===== src/sorted_key_table_macros.svh =====
// assertion macros for the sorted key table
`ifndef SORTED_KEY_TABLE_MACROS_SVH
`define SORTED_KEY_TABLE_MACROS_SVH
`ifndef ASSERT_OFF
`define SKT_ASSERT(label, clk, rstn, prop) \
    label: assert property (@(posedge clk) disable iff (!rstn) prop) else $error("%m failed");
`define SKT_ASSERT_ALWAYS(label, clk, prop) \
    label: assert property (@(posedge clk) prop) else $error("%m failed");
`else
`define SKT_ASSERT(label, clk, rstn, prop)
`define SKT_ASSERT_ALWAYS(label, clk, prop)
`endif
`endif


===== src/skt_pkg.sv =====
// shared types and constants of the sorted key table
package skt_pkg;
    localparam int DEPTH_DEF = 256;
    localparam int KEY_WIDTH_DEF = 32;
    localparam int VALUE_W = 32;
    localparam int CAP_W = 9;
    localparam int INDEX_W = 8;
    localparam int OP_W = 3;
    localparam int ADDR_W = 3;

    localparam logic [OP_W-1:0] OP_CLEAR  = 3'd0;
    localparam logic [OP_W-1:0] OP_APPEND = 3'd1;
    localparam logic [OP_W-1:0] OP_INSERT = 3'd2;
    localparam logic [OP_W-1:0] OP_LOOKUP = 3'd3;
    localparam logic [OP_W-1:0] OP_SORT   = 3'd4;

    localparam logic [ADDR_W-1:0] REG_CAPACITY = 3'd0;
    localparam logic [ADDR_W-1:0] REG_SIGNED   = 3'd4;

    typedef enum logic [3:0] {
        ST_IDLE,
        ST_INS_RD,
        ST_INS_CMP,
        ST_LK_RD,
        ST_LK_CMP,
        ST_GAP,
        ST_SO_RDI,
        ST_SO_RDJ,
        ST_SO_CMP,
        ST_SO_PUT,
        ST_DONE
    } state_t;

    // commands from controller to datapath
    typedef struct packed {
        logic start;      // latch op/key, set up
        logic clear;
        logic append;
        logic ins_rd;     // read store at i-1
        logic ins_shift;  // store[i]=rd, i--
        logic ins_place;  // store[i]=key
        logic lk_rd;      // read mid
        logic lk_hit;
        logic lk_lo;
        logic lk_hi;
        logic gap_init;
        logic gap_next;
        logic so_rdi;     // read store[i], for so_latch_v to take into v
        logic so_latch_v;
        logic so_rdj;     // read store[j-gap]
        logic so_shift;   // store[j]=rd, j-=gap
        logic so_put;     // store[j]=v, i++
        logic out_load;
    } cmd_t;

    typedef struct packed {
        logic full;
        logic can_add;    // count below capacity now
        logic ins_more;   // i>0
        logic ins_gt;     // rd > key
        logic lk_more;    // hi>lo
        logic lk_eq;
        logic lk_gt;      // key > rd
        logic gap_first;  // gap still growing
        logic gap_one;
        logic so_i_more;  // i<n
        logic so_j_ok;    // j>=gap
        logic so_j2_ok;   // j>=2*gap
        logic so_lt;      // v < rd
    } status_t;
endpackage


===== src/skt_ctrl.sv =====
// controller state machine of the sorted key table
`include "sorted_key_table_macros.svh"
module skt_ctrl (
    input  logic                       aclk,
    input  logic                       aresetn,
    input  logic                       s_valid,
    output logic                       s_ready,
    input  logic [skt_pkg::OP_W-1:0]   s_op,
    input  logic                       out_free,
    output skt_pkg::cmd_t              cmd,
    input  skt_pkg::status_t           sts
);
    skt_pkg::state_t state_reg, state_next;
    logic [skt_pkg::OP_W-1:0] op_reg, op_next;

    always_ff @(posedge aclk) begin
        if (!aresetn) begin
            state_reg <= skt_pkg::ST_IDLE;
            op_reg    <= skt_pkg::OP_CLEAR;
        end else begin
            state_reg <= state_next;
            op_reg    <= op_next;
        end
    end

    always_comb begin
        state_next = state_reg;
        op_next = op_reg;
        cmd = '0;
        s_ready = 1'b0;
        case (state_reg)
            skt_pkg::ST_IDLE: begin
                s_ready = 1'b1;
                if (s_valid) begin
                    cmd.start = 1'b1;
                    op_next = s_op;
                    case (s_op)
                        skt_pkg::OP_CLEAR: begin
                            cmd.clear = 1'b1;
                            state_next = skt_pkg::ST_DONE;
                        end
                        skt_pkg::OP_APPEND: begin
                            cmd.append = sts.can_add;
                            state_next = skt_pkg::ST_DONE;
                        end
                        skt_pkg::OP_INSERT: state_next = skt_pkg::ST_INS_RD;
                        skt_pkg::OP_LOOKUP: state_next = skt_pkg::ST_LK_RD;
                        skt_pkg::OP_SORT: state_next = skt_pkg::ST_GAP;
                        default: state_next = skt_pkg::ST_DONE;
                    endcase
                end
            end
            skt_pkg::ST_INS_RD: begin
                if (sts.full) begin
                    state_next = skt_pkg::ST_DONE;
                end else if (sts.ins_more) begin
                    cmd.ins_rd = 1'b1;
                    state_next = skt_pkg::ST_INS_CMP;
                end else begin
                    cmd.ins_place = 1'b1;
                    state_next = skt_pkg::ST_DONE;
                end
            end
            skt_pkg::ST_INS_CMP: begin
                if (sts.ins_gt) begin
                    cmd.ins_shift = 1'b1;
                    state_next = skt_pkg::ST_INS_RD;
                end else begin
                    cmd.ins_place = 1'b1;
                    state_next = skt_pkg::ST_DONE;
                end
            end
            skt_pkg::ST_LK_RD: begin
                if (sts.lk_more) begin
                    cmd.lk_rd = 1'b1;
                    state_next = skt_pkg::ST_LK_CMP;
                end else begin
                    state_next = skt_pkg::ST_DONE;
                end
            end
            skt_pkg::ST_LK_CMP: begin
                if (sts.lk_eq) begin
                    cmd.lk_hit = 1'b1;
                    state_next = skt_pkg::ST_DONE;
                end else begin
                    cmd.lk_lo = sts.lk_gt;
                    cmd.lk_hi = !sts.lk_gt;
                    state_next = skt_pkg::ST_LK_RD;
                end
            end
            skt_pkg::ST_GAP: begin
                // grow the gap past n, then step it down
                if (sts.gap_first) begin
                    cmd.gap_init = 1'b1;
                end else if (sts.gap_one) begin
                    state_next = skt_pkg::ST_DONE;
                end else begin
                    cmd.gap_next = 1'b1;
                    state_next = skt_pkg::ST_SO_RDI;
                end
            end
            skt_pkg::ST_SO_RDI: begin
                if (sts.so_i_more) begin
                    cmd.so_rdi = 1'b1;
                    state_next = skt_pkg::ST_SO_RDJ;
                end else begin
                    state_next = skt_pkg::ST_GAP;
                end
            end
            skt_pkg::ST_SO_RDJ: begin
                if (op_reg == skt_pkg::OP_SORT) begin
                    cmd.so_latch_v = 1'b1;
                end
                if (sts.so_j_ok) begin
                    cmd.so_rdj = 1'b1;
                    state_next = skt_pkg::ST_SO_CMP;
                end else begin
                    state_next = skt_pkg::ST_SO_PUT;
                end
            end
            skt_pkg::ST_SO_CMP: begin
                if (sts.so_lt) begin
                    cmd.so_shift = 1'b1;
                    state_next = skt_pkg::ST_SO_PUT;
                    if (sts.so_j2_ok) state_next = skt_pkg::ST_SO_CMP;
                end else begin
                    state_next = skt_pkg::ST_SO_PUT;
                end
            end
            skt_pkg::ST_SO_PUT: begin
                cmd.so_put = 1'b1;
                state_next = skt_pkg::ST_SO_RDI;
            end
            skt_pkg::ST_DONE: begin
                if (out_free) begin
                    cmd.out_load = 1'b1;
                    state_next = skt_pkg::ST_IDLE;
                end
            end
            default: state_next = skt_pkg::ST_IDLE;
        endcase
    end

    `SKT_ASSERT(a_ready_idle, aclk, aresetn, s_ready |-> state_reg == skt_pkg::ST_IDLE)
    `SKT_ASSERT(a_out_from_done, aclk, aresetn,
        cmd.out_load |-> state_reg == skt_pkg::ST_DONE)
    `SKT_ASSERT(a_start_leaves, aclk, aresetn,
        (s_valid && s_ready) |=> state_reg != skt_pkg::ST_IDLE)
endmodule


===== config.mk =====
export PLATFORM = sky130hd
export DESIGN_NAME = skt_ctrl
export DESIGN_NICKNAME = d
export VERILOG_FILES = /design/src/skt_pkg.sv /design/src/skt_ctrl.sv
export VERILOG_INCLUDE_DIRS = /design/src /design/src/src
export SDC_FILE = /design/constraint.sdc
export NUM_CORES = 1
export LEC_CHECK = 0
export BUFFER_PORTS_ARGS = -buffer_cell sky130_fd_sc_hd__buf_2
export CORE_MARGIN = 2
export CORE_UTILIZATION = 40
export CTS_BUF_LIST = sky130_fd_sc_hd__clkbuf_8
export DETAILED_ROUTE_END_ITERATION = 12
export PLACE_DENSITY = 0.73
export SLEW_MARGIN = 20
export SYNTH_ARGS = -nofsm -noshare
export SYNTH_HDL_FRONTEND = slang
export SYNTH_SLANG_ARGS = --single-unit

===== constraint.sdc =====
create_clock -name aclk -period 1.9 [get_ports aclk]
set_clock_uncertainty 0.1 [all_clocks]
set_input_delay 0.19 -clock aclk [delete_from_list [all_inputs] [get_ports aclk]]
set_output_delay 0.19 -clock aclk [all_outputs]
set_load 0.005 [all_outputs]

Word-level counts from Yosys, hierarchy flattened
Index checks and enable logic that the tools add are counted.

Flip-flop bits (word level): 7. Word-level logic and storage cells: 73. Bits of input ports: 20.

Multiplexer cells: 48. Eq/ne operators: 18. Reductions and logical operators: 5.

Operator list (number): case mux 4 bit (11 select lines) (1); 2-to-1 mux 4 bit (9); 2-to-1 mux 1 bit (29); equality test 4 x 3 -> 1 bit (second input constant) (4); equality test 4 bit (second input constant) (3); case mux 4 bit (3 select lines) (1); 2-to-1 mux 3 bit (3); equality test 4 x 2 -> 1 bit (second input constant) (2); 2-to-1 mux 2 bit (4); equality test 3 x 2 -> 1 bit (second input constant) (2); equality test 3 bit (second input constant) (2); inequality test 2 bit (second input constant) (3); equality test 4 x 1 -> 1 bit (second input constant) (1); zero test 4 bit (1); equality test 3 x 1 -> 1 bit (second input constant) (1); zero test 3 bit (1); AND reduction 3 bit (1); case mux 1 bit (2 select lines) (1); AND reduction 2 bit (1); zero test 1 bit (1).

Longest topological paths before layout
Depth after elaboration: 4. Depth in mapped cells: 6. Mapped depth without buffers: 4.

Worst setup path after synthesis
Ideal clock, no wire load.

Path kind: flip-flop to output port. From: reg state_reg[2]. To: out cmd[15] (netlist name). Slack: 0.358 ns. Path buffers: 1. Data required time: 1.610 ns. Stages on the path, launching flop included: 5. Arrival time: 1.252 ns. Cell sequence: dfxtp_1 -> buf_6 -> nor4_4 -> nand2_2 -> nor4_2.

RTL lines: start: declaration (line skt_ctrl.sv:13) `skt_pkg::state_t state_reg, state_next;`; start signal: assignment (line skt_ctrl.sv:18) `state_reg <= skt_pkg::ST_IDLE;`; start signal: assignment (line skt_ctrl.sv:21) `state_reg <= state_next;`; end: declaration (line skt_ctrl.sv:10) `output skt_pkg::cmd_t cmd,`.

==> metrics.md <==
| Metric | Value |
|---|---|
| GPL Wtd Cong | 0.889 |
| Overall power | 1210 uW |
| Worst Hold Depth | 3 |
| CP peak stage delay | 0.40 ns |
| Vias in the first global route | 938 |
| Worst hold slack | 0.158 ns |
| Detailed Routing Iterations Pass 1 | 4 |
| Diode count | 0 |
| Clock sink total | 7 |
| Final Max Slew Viols | 0 |
| Height of the die | 50.3 um |
| Design Area, Final | 1140 um^2 |
| Boundary pin count | 39 |
| Max IR drop VDD | 534 uV |
| CP max-delay cell | dfxtp_2 |
| Drt wl/cell | 13.9 um |
| Setup WS pre-CTS | 0.132 ns |
| Via/cell ratio | 5.57 |
| Vias post-DR | 1009 |
| Initial antenna violation count | 0 |
| Distinct cell type count after synthesis | 46 |
| CTS Root Cell | clkbuf_8 |
| Starting Density | 43.2% |
| Critical-path cell list | buf_4 > or2b_1 > o32a_1 > nor3_1 > buf_2 |
| Largest cells by area after synthesis | dfxtp_1, nor4_2, nor2_1 |
| Pwr/cell area | 1060 nW/um^2 |
| Post-Syn Instances | 113 |
| Fillers | 182 |
| DRC | 0 |
| CTS Buf Count | 3 |
| Reg clk slew, reported paths | 0.05 ns |
| Crit Path Category | reg2out |
| Post-synthesis average cell area | 7.58 um^2 |
| Row Count | 16 |
| RSZ-0062 raised after global routing | true |
| Worst-case reg-to-reg path depth | 4 |
| Most common cell after layout, fill and taps aside | buf_2 |
| CP Data Required Time | 1.61 ns |
| Final Hold Fails | 0 |
| Largest net degree at the start of global routing | 21 |
| Synthesized Nets | 133 |
| Core footprint | 1980 um^2 |
| Bufs on Longest Clock Path | 2 |
| Total GRT Usage | 21.8% |
| Worst Slack Setup Final | 0.0910 ns |
| Fin crit share | 95.2% |
| Skew-Pair Late Insertion Delay | 0.24 ns |
| WHS Endpoint | op_reg[0] |
| H-tree depth | 1 |
| Post-synth top area cell | dfxtp_1 |
| DP Area | 1060 um^2 |
| Max FO, Critical Path | 14 |
| Ys flop type | dfxtp_1 |
| Max frequency | 553 MHz |
| Synth Cell Area | 857 um^2 |
| Worst hold start | s_op[0] |
| CTS tree | built |
| Share of layout cells above drive strength 1 | 42.9% |
| EDFF count, synth | 0 |
| HP Class | in2reg |
| Leak | 0.000529 uW |
| Worst Setup Start Kind | flip-flop |
| Worst slew pin tran | 0.431 ns |
| Synth top area share | 16.4% |
| DRT iter0 DRCs | 7 |
| Ys async rst share | 0% |
| Post-Route WL | 2.51 mm |
| Die width | 50.3 um |
| MaxCap Viol Count | 0 |
| Overflow after GRT | 0 |
| #FFs+latches synth | 7 |
| Max-slew headroom | 71.3% |
| Final Setup Violations | 0 |
| Number of port buffers | 38 |
| R2R setup slack | 0.31 ns |
| Max reg flops | 4 |
| Post-synthesis sequential area ratio | 16.4% |
| Most frequent cells in the layout | buf_2, inv_1, nor2_1 |
| R2r startpoint | state_reg[1] |
| Yosys warns | 0 |
| Worst setup EP type | output pin |
| DRT antenna net count | 0 |
| First-pass GRT wire length | 4.21 mm |
| Hpwl dp | 1.90 mm |
| Syn-to-layout area delta | 32.8% |
| Final net count | 175 |
| Outcome | finished, final reports clean |
| Arrival @ worst endpoint | 1.52 ns |
| Critical R2R Capture | state_reg[1] |
| Die Area | 2530 um^2 |
| Fin crit period | 1.81 ns |
## report_power, final
group	internal (uW)	total (uW)	switching, uW
logic	326	658	332
clock network	141	221	79.9
registers	195	330	135
total	662	1210	547
## worst max path at each step
| stage | start | endpoint | slack [ns] | cells after the start |
|---|---|---|---|---|
| floorplan | state_reg[2] | cmd[15] | 0.36 | 4 |
| global placement | state_reg[1] | state_reg[1] | 0.16 | 4 |
| detailed placement | state_reg[1] | state_reg[1] | 0.13 | 4 |
| CTS | state_reg[2] | cmd[4] | 0.05 | 5 |
| global route | state_reg[2] | cmd[8] | -0.03 | 4 |
| finish | state_reg[0] | cmd[12] | 0.09 | 5 |
## kinds of logic after synthesis
kind of cell,after synthesis,share of synthesized area [%]
flops,7,16.3
buf+inv,15,10.1
compound gates,26,22.6
simple gates,62,47.6
mux,2,2.34
xor+xnor,1,1.02
## critical path, delay by kind of cell (launching register included)
family                 cells  cell delay (ns)
DFF                        1             0.40
AOI/OAI and AO/OA          1             0.18
buffers and inverters      2             0.34
and+or+nand+nor            2             0.36
## layer usage
layer / share of wire [%] / routed length (um) / up-vias / track usage (%)
met5: 0 / 0 / - / 0
met1: 47 / 1180 / 463 / 29.2
li1: - / - / 502 / -
met3: 4.9 / 123 / 8 / 3.57
met4: 2.7 / 69 / 0 / 13.1
met2: 45 / 1140 / 36 / 32.7
## stage by stage
stage               std cells  TNS [ns]  util (%)
floorplan                 113         0         -
global placement          175         0      53.4
detailed placement        175         0      53.4
CTS                       179         0      55.9
global route              181   -0.0340      57.4
finish                    181         0      57.4
## repair_timing
action / in CTS / in global routing
pin swaps: 0 / 1
setup endpoints to repair: 4 / 4
setup buffers: 0 / 2
gates resized for setup: 4 / 3
hold buffers: 0 / 0
## layout make-up
cell class                 count  area, um^2  area share, %
clock buffer                   3        41.3           3.63
clock inverter                 1        3.75          0.330
inverter                       7        26.3           2.31
multi-input combinational     91         646           56.7
sequential                     7         145           12.7
tap                           27        33.8           2.97
timing repair buffer          45         243           21.3
## cell usage after synthesis (3+ instances only)
master and count:
nor2_1 9, dfxtp_1 7, inv_1 7, nand2_1 7, nand3_1 6, nor3_1 6, nand2b_1 5, o21ai_0 5
a21boi_1 3, a21oi_1 3, a31oi_1 3, buf_2 3, buf_6 3, nor2b_1 3, nor4_1 3, nor4_2 3
Note: power is estimated with default switching activity, not from simulation.
